**config.mk**
```make
export PLATFORM = sky130hd
export DESIGN_NAME = prepaid_token_credit_controller
export DESIGN_NICKNAME = d
export VERILOG_FILES = /design/src/sv/ptcc_pkg.sv /design/src/sv/ptcc_div.sv /design/src/sv/prepaid_token_credit_controller.sv
export SDC_FILE = /design/constraint.sdc
export NUM_CORES = 1
export LEC_CHECK = 0
export ABC_AREA = 1
export BUFFER_PORTS_ARGS = -buffer_cell sky130_fd_sc_hd__clkbuf_2
export CORE_AREA = 2 2 181 183
export CTS_CLUSTER_DIAMETER = 30
export DETAILED_ROUTE_END_ITERATION = 10
export DIE_AREA = 0 0 183 185
export GPL_ROUTABILITY_DRIVEN = 0
export PLACE_DENSITY = 0.78
export SYNTH_ARGS = -nofsm -noshare
export SYNTH_HDL_FRONTEND = slang
export SYNTH_SLANG_ARGS = --single-unit
```
**constraint.sdc**
```tcl
create_clock -name clk -period 5.5 [get_ports clk]
set_clock_uncertainty 0.15 [all_clocks]
set_input_delay 0.55 -clock clk [delete_from_list [all_inputs] [get_ports clk]]
set_output_delay 0.55 -clock clk [all_outputs]
set_load 0.01 [all_outputs]
```
**src/sv/ptcc_pkg.sv**
```systemverilog
`timescale 1ns / 1ps

package ptcc_pkg;

	// fixed field widths
	localparam int unsigned NOW_W     = 32;
	localparam int unsigned VALUE_W   = 16;
	localparam int unsigned CFG_W     = 16;
	localparam int unsigned CFG_IDX_W = 2;
	localparam int unsigned FAIL_W    = 4;
	localparam int unsigned BLINK_W   = 4;
	localparam int unsigned LED_W     = 2;
	localparam int unsigned STATUS_W  = 2;

	// failure count clamp
	localparam logic [FAIL_W-1:0] MAX_FAILURES = 4'd11;

	// credit arithmetic
	localparam int unsigned SECONDS_PER_DAY = 86400;
	localparam int unsigned LOCK_UNIT_SECS  = 60;
	localparam int unsigned DIVIDEND_W      = 33;
	localparam int unsigned DIV_CNT_W       = $clog2(DIVIDEND_W + 1);

	// input and output tdata widths
	localparam int unsigned IN_DATA_W  = 72;
	localparam int unsigned OUT_DATA_W = 16;

	// register indexes
	typedef enum logic [CFG_IDX_W-1:0] {
		REG_DAY_DIVISOR   = 2'd0,
		REG_SYNC_VALUE    = 2'd1,
		REG_DISABLE_VALUE = 2'd2
	} reg_idx_t;

	// reset values of the registers
	localparam logic [CFG_W-1:0] DAY_DIVISOR_RST   = 16'd1;
	localparam logic [CFG_W-1:0] SYNC_VALUE_RST    = 16'd999;
	localparam logic [CFG_W-1:0] DISABLE_VALUE_RST = 16'd998;

	// request kinds
	localparam logic KIND_TOKEN = 1'b0;
	localparam logic KIND_QUERY = 1'b1;

	// token status codes
	localparam logic [STATUS_W-1:0] TOK_VALID   = 2'd0;
	localparam logic [STATUS_W-1:0] TOK_INVALID = 2'd1;
	localparam logic [STATUS_W-1:0] TOK_USED    = 2'd2;

	// led codes
	localparam logic [LED_W-1:0] LED_NONE  = 2'd0;
	localparam logic [LED_W-1:0] LED_GREEN = 2'd1;
	localparam logic [LED_W-1:0] LED_RED   = 2'd2;

	// blink patterns
	localparam logic [BLINK_W-1:0] BLINK_NONE    = 4'd0;
	localparam logic [BLINK_W-1:0] BLINK_USED    = 4'd1;
	localparam logic [BLINK_W-1:0] BLINK_CREDIT  = 4'd2;
	localparam logic [BLINK_W-1:0] BLINK_SYNC    = 4'd3;
	localparam logic [BLINK_W-1:0] BLINK_DISABLE = 4'd5;
	localparam logic [BLINK_W-1:0] BLINK_INVALID = 4'd10;

	// sequencer states
	typedef enum logic [2:0] {
		ST_IDLE,
		ST_EVAL,
		ST_DIV,
		ST_APPLY,
		ST_FIN
	} state_t;

	// divider request and status
	typedef struct packed {
		logic                  start;
		logic [DIVIDEND_W-1:0] dividend;
		logic [CFG_W-1:0]      divisor;
	} ptcc_div_req_t;

	typedef struct packed {
		logic             done;
		logic [NOW_W-1:0] quotient;
	} ptcc_div_stat_t;

endpackage

```
**src/sv/ptcc_div.sv**
```systemverilog
`timescale 1ns / 1ps

// restoring divider, one quotient bit per cycle
module ptcc_div (
	input  logic                    clk,
	input  logic                    arst_n,
	input  ptcc_pkg::ptcc_div_req_t req,
	output ptcc_pkg::ptcc_div_stat_t stat
);
	import ptcc_pkg::*;

	logic [DIVIDEND_W-1:0] quo_q;
	logic [CFG_W-1:0]      rem_q;
	logic [CFG_W-1:0]      div_q;
	logic [DIV_CNT_W-1:0]  cnt_q;
	logic                  busy_q;
	logic                  done_q;

	logic [CFG_W:0]   trial;
	logic [CFG_W:0]   diff;
	logic             ge;
	logic [CFG_W-1:0] rem_next;

	// one trial subtraction
	always_comb begin
		trial    = {rem_q, quo_q[DIVIDEND_W-1]};
		diff     = trial - {1'b0, div_q};
		ge       = (trial >= {1'b0, div_q});
		rem_next = ge ? diff[CFG_W-1:0] : trial[CFG_W-1:0];
	end

	// control
	always_ff @(posedge clk or negedge arst_n) begin
		if (!arst_n) begin
			busy_q <= 1'b0;
			done_q <= 1'b0;
			cnt_q  <= '0;
		end else begin
			done_q <= 1'b0;
			if (req.start) begin
				busy_q <= 1'b1;
				cnt_q  <= DIV_CNT_W'(DIVIDEND_W);
			end else if (busy_q) begin
				cnt_q <= cnt_q - 1'b1;
				if (cnt_q == DIV_CNT_W'(1)) begin
					busy_q <= 1'b0;
					done_q <= 1'b1;
				end
			end
		end
	end

	// datapath
	always_ff @(posedge clk) begin
		if (req.start) begin
			quo_q <= req.dividend;
			rem_q <= '0;
			div_q <= req.divisor;
		end else if (busy_q) begin
			quo_q <= {quo_q[DIVIDEND_W-2:0], ge};
			rem_q <= rem_next;
		end
	end

	assign stat.done     = done_q;
	assign stat.quotient = quo_q[NOW_W-1:0];

endmodule

```
**src/sv/prepaid_token_credit_controller.sv**
```systemverilog
`timescale 1ns / 1ps

// Prepaid token credit controller. One request is taken at a time on the s_ side: a token
// event (s_tuser low) or a status query (s_tuser high), each with the current seconds
// count. Queries, invalid, used, sync and disable tokens pass through the EVAL and FIN states
// before their result goes to the output register; a credit token also passes through DIV
// and APPLY, where it waits on the 33-step serial divider
// that works out value*86400 over the day divisor register. The result sits in an output
// register, so the next request may be taken while it waits on m_tready. Configuration
// writes are taken in any cycle but are meant for idle periods; a divisor of zero acts as
// one. The entry lock is only reported, tokens are not gated on it.
module prepaid_token_credit_controller (
	input  logic                               clk,
	input  logic                               arst_n,
	input  logic                               cfg_we,
	input  logic [ptcc_pkg::CFG_IDX_W-1:0]     cfg_index,
	input  logic [ptcc_pkg::CFG_W-1:0]         cfg_data,
	input  logic                               s_tvalid,
	output logic                               s_tready,
	// now_seconds[31:0], token_status[33:32], token_value[49:34], activation_count[65:50]
	input  logic [ptcc_pkg::IN_DATA_W-1:0]     s_tdata,
	// kind[0]
	input  logic                               s_tuser,
	output logic                               m_tvalid,
	input  logic                               m_tready,
	// led_color[1:0], blink_count[5:2], store_request[6], device_active[7],
	// entry_allowed[8], failure_count[12:9]
	output logic [ptcc_pkg::OUT_DATA_W-1:0]    m_tdata
);
	import ptcc_pkg::*;

	state_t state_q, state_next;

	logic [CFG_W-1:0] day_divisor_q, sync_value_q, disable_value_q;

	logic [FAIL_W-1:0] invalid_count_q;
	logic              payg_enabled_q;
	logic [NOW_W-1:0]  active_until_q;
	logic [NOW_W-1:0]  locked_until_q;

	logic                kind_q;
	logic [NOW_W-1:0]    now_q;
	logic [STATUS_W-1:0] status_q;
	logic [VALUE_W-1:0]  value_q;
	logic                odd_q;

	logic [LED_W-1:0]   led_q;
	logic [BLINK_W-1:0] blinks_q;
	logic               store_q;

	logic                  out_valid_q;
	logic [OUT_DATA_W-1:0] out_data_q;

	logic              accept, credit, div_start, out_load;
	logic [FAIL_W-1:0] count_inc;
	logic [NOW_W-1:0]  lock_secs;
	logic [NOW_W-1:0]  credit_base;
	logic              dev_active, entry_ok;

	ptcc_div_req_t  div_req;
	ptcc_div_stat_t div_stat;

	// request decode
	always_comb begin
		accept    = s_tvalid && s_tready;
		credit    = (kind_q == KIND_TOKEN) && (status_q == TOK_VALID) &&
			(value_q != sync_value_q) && (value_q != disable_value_q);
		count_inc = (invalid_count_q < MAX_FAILURES) ? invalid_count_q + 1'b1 : MAX_FAILURES;
		lock_secs = NOW_W'(LOCK_UNIT_SECS) << (count_inc - FAIL_W'(2));
		credit_base = (odd_q || (active_until_q >= now_q)) ? active_until_q : now_q;
		credit_base = odd_q ? now_q : credit_base;
		dev_active  = !payg_enabled_q || (active_until_q > now_q);
		entry_ok    = !(locked_until_q > now_q);
	end

	// sequencer
	always_ff @(posedge clk or negedge arst_n) begin
		if (!arst_n) begin
			state_q <= ST_IDLE;
		end else begin
			state_q <= state_next;
		end
	end

	always_comb begin
		state_next = state_q;
		s_tready   = 1'b0;
		div_start  = 1'b0;
		out_load   = 1'b0;
		case (state_q)
			ST_IDLE: begin
				s_tready = 1'b1;
				if (s_tvalid) state_next = ST_EVAL;
			end
			ST_EVAL: begin
				if (credit) begin
					div_start  = 1'b1;
					state_next = ST_DIV;
				end else begin
					state_next = ST_FIN;
				end
			end
			ST_DIV: begin
				if (div_stat.done) state_next = ST_APPLY;
			end
			ST_APPLY: begin
				state_next = ST_FIN;
			end
			ST_FIN: begin
				if (!out_valid_q || m_tready) begin
					out_load   = 1'b1;
					state_next = ST_IDLE;
				end
			end
			default: begin
				state_next = ST_IDLE;
			end
		endcase
	end

	// configuration registers
	always_ff @(posedge clk or negedge arst_n) begin
		if (!arst_n) begin
			day_divisor_q   <= DAY_DIVISOR_RST;
			sync_value_q    <= SYNC_VALUE_RST;
			disable_value_q <= DISABLE_VALUE_RST;
		end else if (cfg_we) begin
			case (cfg_index)
				REG_DAY_DIVISOR:   day_divisor_q   <= cfg_data;
				REG_SYNC_VALUE:    sync_value_q    <= cfg_data;
				REG_DISABLE_VALUE: disable_value_q <= cfg_data;
				default: ;
			endcase
		end
	end

	// request capture
	always_ff @(posedge clk) begin
		if (accept) begin
			kind_q   <= s_tuser;
			now_q    <= s_tdata[31:0];
			status_q <= s_tdata[33:32];
			value_q  <= s_tdata[49:34];
			odd_q    <= s_tdata[50];
		end
	end

	// indication of the current request
	always_ff @(posedge clk) begin
		if (state_q == ST_EVAL) begin
			led_q    <= LED_NONE;
			blinks_q <= BLINK_NONE;
			store_q  <= 1'b0;
			if (kind_q == KIND_TOKEN) begin
				case (status_q)
					TOK_INVALID: begin
						led_q    <= LED_RED;
						blinks_q <= BLINK_INVALID;
					end
					TOK_USED: begin
						led_q    <= LED_GREEN;
						blinks_q <= BLINK_USED;
					end
					TOK_VALID: begin
						led_q   <= LED_GREEN;
						store_q <= 1'b1;
						if (value_q == sync_value_q) blinks_q <= BLINK_SYNC;
						else if (value_q == disable_value_q) blinks_q <= BLINK_DISABLE;
						else blinks_q <= BLINK_CREDIT;
					end
					default: ;
				endcase
			end
		end
	end

	// credit and lock state
	always_ff @(posedge clk or negedge arst_n) begin
		if (!arst_n) begin
			invalid_count_q <= '0;
			payg_enabled_q  <= 1'b1;
			active_until_q  <= '0;
			locked_until_q  <= '0;
		end else begin
			if (state_q == ST_EVAL && kind_q == KIND_TOKEN) begin
				if (status_q == TOK_INVALID) begin
					invalid_count_q <= count_inc;
					if (count_inc > FAIL_W'(2)) locked_until_q <= now_q + lock_secs;
				end else if (status_q == TOK_VALID) begin
					invalid_count_q <= '0;
					if (value_q != sync_value_q && value_q == disable_value_q)
						payg_enabled_q <= 1'b0;
				end
			end
			if (state_q == ST_APPLY) begin
				if (odd_q) payg_enabled_q <= 1'b1;
				active_until_q <= credit_base + div_stat.quotient;
			end
		end
	end

	// credit seconds divider
	assign div_req.start    = div_start;
	assign div_req.dividend = DIVIDEND_W'(value_q) * DIVIDEND_W'(SECONDS_PER_DAY);
	assign div_req.divisor  = (day_divisor_q == '0) ? CFG_W'(1) : day_divisor_q;

	ptcc_div u_div (
		.clk    (clk),
		.arst_n (arst_n),
		.req    (div_req),
		.stat   (div_stat)
	);

	// output register
	always_ff @(posedge clk or negedge arst_n) begin
		if (!arst_n) begin
			out_valid_q <= 1'b0;
		end else if (out_load) begin
			out_valid_q <= 1'b1;
		end else if (m_tready) begin
			out_valid_q <= 1'b0;
		end
	end

	always_ff @(posedge clk) begin
		if (out_load) begin
			out_data_q <= {3'b000, invalid_count_q, entry_ok, dev_active, store_q,
				blinks_q, led_q};
		end
	end

	assign m_tvalid = out_valid_q;
	assign m_tdata  = out_data_q;

endmodule

```
Yosys cells after proc, flatten, opt, wreduce, memory -nomap -nowiden
Cells that the tools add are included.

storage, ports and cells
  register bits = 266
  output and inout bits = 18
  word-level logic and storage cells = 121

operators by class
  $add $sub $neg = 6
  multipliers = 1
  magnitude comparators = 6
  eq/ne operators = 16
  shift operators = 1
  mux-type cells = 39
  bitwise logic cells = 1
  reductions and logical operators = 26

operators by type and width
  operator                  number
  $mux W33                  2
  $add A32 B32 Y32          2
  $gt A32 B32 Y1            2
  $mux W32                  2
  $eq A16 B16 Y1            2
  $ge A32 B32 Y1            1
  $ne A16 B16 Y1            2
  $shl A6 B4 Y32 const A    1
  $mul A16 B10 Y26 const B  1
  $mux W1                   20
  $mux W3                   6
  $ge A17 B16 Y1            1
  $logic_not A16 Y1         1
  $mux W16                  1
  $sub A16 B16 Y16          1
  $pmux W3 S5               1
  $mux W4                   3
  $mux W6                   2
  $pmux W4 S3               1
  $reduce_and A2 Y1         4
  $eq A3 B2 Y1 const B      2
  $eq A6 B1 Y1 const B      1
  $logic_and A1 B1 Y1       6
  $reduce_and A3 Y1         2
  19 further kinds          29

Longest topological paths before layout
  word-level depth = 8
  depth in mapped cells = 32
  gate-level depth less buffers = 31

Modules after synthesis
Synthesis repeated with hierarchy kept, for this count alone.

second synthesis, totals
  cell total of the unflattened synthesis = 2,380
  area total of the unflattened synthesis = 19,461.2 µm²

modules (own cells, without submodules)
  module                           instances  cells an instance  area an instance (µm²)  sequential area each (µm²)
  prepaid_token_credit_controller  1          1,850              15,174.6                5,151.2
  ptcc_div                         1          530                4,286.6                 1,991.9

Worst setup path after synthesis
OpenSTA, ideal clock, no wires.

  kind = input -> register
  start point = input s_tvalid
  end point = register kind_q, enable pin
  data arrival time = 4.138 ns
  data required time = 4.824 ns
  slack = 0.686 ns
  stages = 2
  cells stage by stage = inv_1 > nor3_1

between the ends
  longest elaborated chain between the ends = 1

RTL lines
  element               RTL line                                source
  from (decl)           prepaid_token_credit_controller.sv:18   input logic s_tvalid,
  $logic_and A1 B1 Y1   prepaid_token_credit_controller.sv:65   accept = s_tvalid && s_tready;
  via accept            prepaid_token_credit_controller.sv:54   logic accept, credit, div_start, out_load;
  to (signal assigned)  prepaid_token_credit_controller.sv:140  kind_q <= s_tuser;
  to (decl)             prepaid_token_credit_controller.sv:41   logic kind_q;

The timed path passes the listed nets, and every way through them passes these cells.
A chain may end at the register's enable or synchronous reset.

Worst setup path in the final report
  start point = register now_q[23]
  end point = register active_until_q[26]

between the ends
  longest elaborated chain between the ends = 5

RTL lines
  element                 RTL line                                source
  from (decl)             prepaid_token_credit_controller.sv:42   logic [NOW_W-1:0] now_q;
  from (signal assigned)  prepaid_token_credit_controller.sv:141  now_q <= s_tdata[31:0];
  $ge A32 B32 Y1          prepaid_token_credit_controller.sv:70   credit_base = (odd_q || (active_until_q >= now_q)) ? active_until_q : now_q;
  $logic_or A1 B1 Y1      prepaid_token_credit_controller.sv:70
  $mux W32                prepaid_token_credit_controller.sv:70
  $mux W32 (*)            prepaid_token_credit_controller.sv:71   credit_base = odd_q ? now_q : credit_base;
  $add A32 B32 Y32 (*)    prepaid_token_credit_controller.sv:197  active_until_q <= credit_base + div_stat.quotient;
  to (signal assigned)    prepaid_token_credit_controller.sv:197
  to (decl)               prepaid_token_credit_controller.sv:38   logic [NOW_W-1:0] active_until_q;

Every way passes the cells marked *; elsewhere a longest branch is shown, timed or not.

==> results.md <==
- The run finished with clean final reports.
- The floorplan step defined a core boundary enclosing between 30,000 and 40,000 um^2.
- The nature of the critical path endpoint is a flop.
- The synthesized instance count is 2,273.
- The area of the mapped netlist is ~19,000 um^2.
- Setup repair after global routing left no endpoint under its margin.
- The total congestion overflow after global routing is 0.
- The clock tree from TritonCTS is built.
- The die covers 33,900 um^2.
- The max-capacitance violation count is 0.
- The maximum level of the CTS H-tree is 2.
- At the end of the flow, the number of nets in the layout was 2,773.
- Port buffering added 89 buffers.
- The count of antenna-violating nets left after detailed routing is 0.
- The number of clock sinks seen by CTS is 264.
- The number of enable-type register cells in the synthesized netlist is around 110.
- The flip-flop and latch count after synthesis is 264.
- The routed length per placed instance is 15.4 um.
- The signal on the critical path passes through inv_1 > ha_1 > a21oi_1 > o21a_1 > nand2_1 > a21oi_1 > nand3_1 > nand2_2 > buf_4 > nor2_1 > a21oi_1 > ha_1 > nand2_1 > inv_1 > a21oi_1 > o21ai_0 > nand2_1 > nand3_1 > a21o_1 > or2_2 > nand3_1 > o21ai_0.
- The worst slack at placement is 0.707 ns.
- The worst slew slack as a fraction of its limit is 0.268.
- The largest single stage delay on the critical path is around 0.46 ns.
- The repair_antennas step left the layout with diodes totalling 0.
- The pin count of the biggest net entering global routing is 55.
- The first global-routing pass estimated 74.5 mm of wire.
- The first TritonRoute pass finished after 5 iterations.
- The number of max-slew violations in the final report is 0.
- For this run, the leading register cell type out of synthesis is edfxtp_1.
- The register area share after synthesis is 0.374.
- After floorplanning, the core was divided into 66 placement rows.
- The aggregate routed wire length is 44.3 mm.
- The total number of yosys warnings is 0.
- The via count of the first global-routing pass is 16,006.
- Dividing the detail-routed via count by the number of cells gives 5.51.
- From synthesis to final layout, the design area changed by 17.3%.
- In this run the deepest clock path goes through 3 buffers.
- Summed over all failing endpoints, the final setup total negative slack is 0 ns.
- The number of design rule violations left after detail routing is 0.
- The register clock-pin slew on the reported worst setup and hold paths is roughly 0.050 ns.
- In the synthesized netlist the async set-or-reset flop fraction comes to 0.489.
- Setup slack on the critical path of the routed design comes to 0.647 ns.
- The initial antenna violation count came to 0.
- The smallest clock period supported by the final layout is computed as 4.85 ns.
- The maximum clock frequency is 206 MHz.
- Across all layers, the routed design uses 15,875 vias.
- In the finished design, the share of the clock period the worst path needs comes to 0.882.
- The placed wire-length estimate is 32.3 mm.
- The arrival time of the worst setup path is 5.16 ns.
- The maximum fanout count along the critical path is 40.
- In this run the worst hold path is classified as in -> reg.
- Of the cells placed in the final design, the portion with a size suffix greater than 1 is 0.107.
- The final-report setup violation count is 0.
- In the layout the commonest cells are 462 x nand2_1, 304 x inv_1, 220 x ha_1, 176 x nor2_1, 170 x o21ai_0.
- For this configuration, the core starts out at a cell density of 0.590.
- Clock tree synthesis selected as its root buffer the cell clkbuf_16.
- The number of DRC markers in iteration 0 is 1,020.
- 114 I/O pins were placed.
- At the later pin of the worst-skew pair, clock insertion delay measures approximately 0.60 ns.
- The start-to-end type of the worst setup path is reg -> reg.
- The critical path data required time is slightly below 6 ns.
- The synthesized area per cell is around 8.3 um^2.
- The most repeated library cell on the critical path is a21oi_1.
- The floorplan die height is 185 um.
- From left edge to right edge, the die measures approximately 180 um.
- Counting the buffers created by CTS gives 57.
- The number of gates resized after cts is 0.
- Leaving out fill and tap cells, the most frequent cell in the layout is nand2_1.
- The worst setup path is launched from a flop.
- The synthesized netlist contains between 50 and 60 unique library cells.
- For the pin with the worst max-slew slack, the measured transition is 1.10 ns.
- The hold violation total from the final report came to 0.
- In the global route stage, overall resource usage came out at 0.269.
- The cell type of the slowest stage on the worst timing path is edfxtp_1.
worst paths after layout:
check / startpoint / endpoint / slack (ns) / cells after the start
min in group asynchronous: arst_n / sync_value_q[13] / 0.44 / 2
setup reg to reg: now_q[23] / active_until_q[26] / 0.65 / 22
hold / removal: s_tdata[1] / now_q[1] / 0.02 / 1
max in group asynchronous: arst_n / locked_until_q[21] / 3.70 / 3
hold reg to reg: led_q[1] / m_tdata[5] / 0.28 / 0
setup / recovery: now_q[23] / active_until_q[26] / 0.65 / 22
repair_timing:
item / 4_1_cts / 5_1_grt
hold endpoints to repair: 84 / 0
hold buffers: 53 / 0
setup buffers: 0 / 0
cell families (layout without fill, tap and decap cells):
logic type               after synthesis  after routing  share of synthesized area
AND/OR/NAND/NOR                      830            830                      0.182
AO/OA/AOI/OAI                        450            450                      0.136
buffers and inverters                375            572                     0.0790
flip-flops                           264            264                      0.374
adder cells (fa/ha/maj)              254            254                      0.182
XOR/XNOR                              99             99                     0.0463
other                                  1              3                   0.000198
flip-flops by register name, summed over array words and instances, names as in the netlist, 3 cells and up:
name	count
u_div.cnt_q	6
sync_value_q	16
state_q	3
active_until_q	32
invalid_count_q	4
u_div.rem_q	16
now_q	32
m_tdata	12
blinks_q	3
u_div.div_q	16
u_div.quo_q	33
day_divisor_q	16
locked_until_q	32
value_q	16
disable_value_q	16
layer usage:
layer	part of all wire	GRT usage	vias to the layer above
met5	0	0	-
met4	0.026	0.0922	0
met3	0.045	0.0381	86
met2	0.50	0.480	432
met1	0.43	0.335	7441
li1	-	-	7916
worst max-delay path, delay by kind of cell (launching register included):
kind	cells	cell delay (ns)
AND/OR/NAND/NOR	9	1.49
AO/OA/AOI/OAI	8	1.31
buffers and inverters	3	0.71
adder cells (fa/ha/maj)	2	0.62
flip-flops	1	0.46
per-stage QoR:
| stage | instance area [um^2] | utilization | std cells | hold slack (ns) |
|---|---|---|---|---|
| CTS | 22200 | 0.692 | 2880 | 0.00154 |
| finish | 22200 | 0.692 | 2880 | 0.0155 |
| detailed placement | 19600 | 0.613 | 2719 | 0.258 |
| floorplan | 18900 | - | 2275 | 0.104 |
| global placement | 19600 | 0.613 | 2719 | 0.260 |
| global route | 22200 | 0.692 | 2880 | 0.00181 |
cell type report:
type	count	area (um^2)
Inverter	310	1160
Multi-Input combinational cell	1636	10400
Clock buffer	65	1510
Sequential cell	264	7070
Clock inverter	43	497
Fill cell	2486	9870
Tap cell	408	510
Timing Repair Buffer	154	1070
synthesized netlist by cell type (all sizes together), types with 2 or more instances:
library cell / instances / area, um^2
a21boi: 4 / 30.0
and3: 2 / 12.5
a21oi: 174 / 908
fa: 34 / 681
a21o: 13 / 97.6
o21a: 12 / 90.1
dfrtp: 112 / 2800
clkinv: 2 / 7.51
dfstp: 17 / 447
a31oi: 12 / 75.1
buf: 32 / 205
nand3b: 6 / 45.0
edfxtp: 112 / 3360
nor4: 11 / 68.8
o221ai: 3 / 26.3
ha: 220 / 2750
a221oi: 2 / 17.5
nand2: 468 / 1770
xnor2: 49 / 429
nand3: 106 / 541
o21ai: 189 / 953
o22ai: 2 / 12.5
o21bai: 13 / 109
nor2: 178 / 673
inv: 308 / 1160
nor3: 27 / 140
clkbuf: 33 / 124
o2111ai: 2 / 17.5
dfxtp: 23 / 460
o31ai: 3 / 22.5
xor2: 50 / 445
nand4: 23 / 144
o211ai: 15 / 163
or2: 8 / 50.1
Power is not shown: default switching activity piles up to over one toggle a cycle in this logic, so the estimate is an artifact.
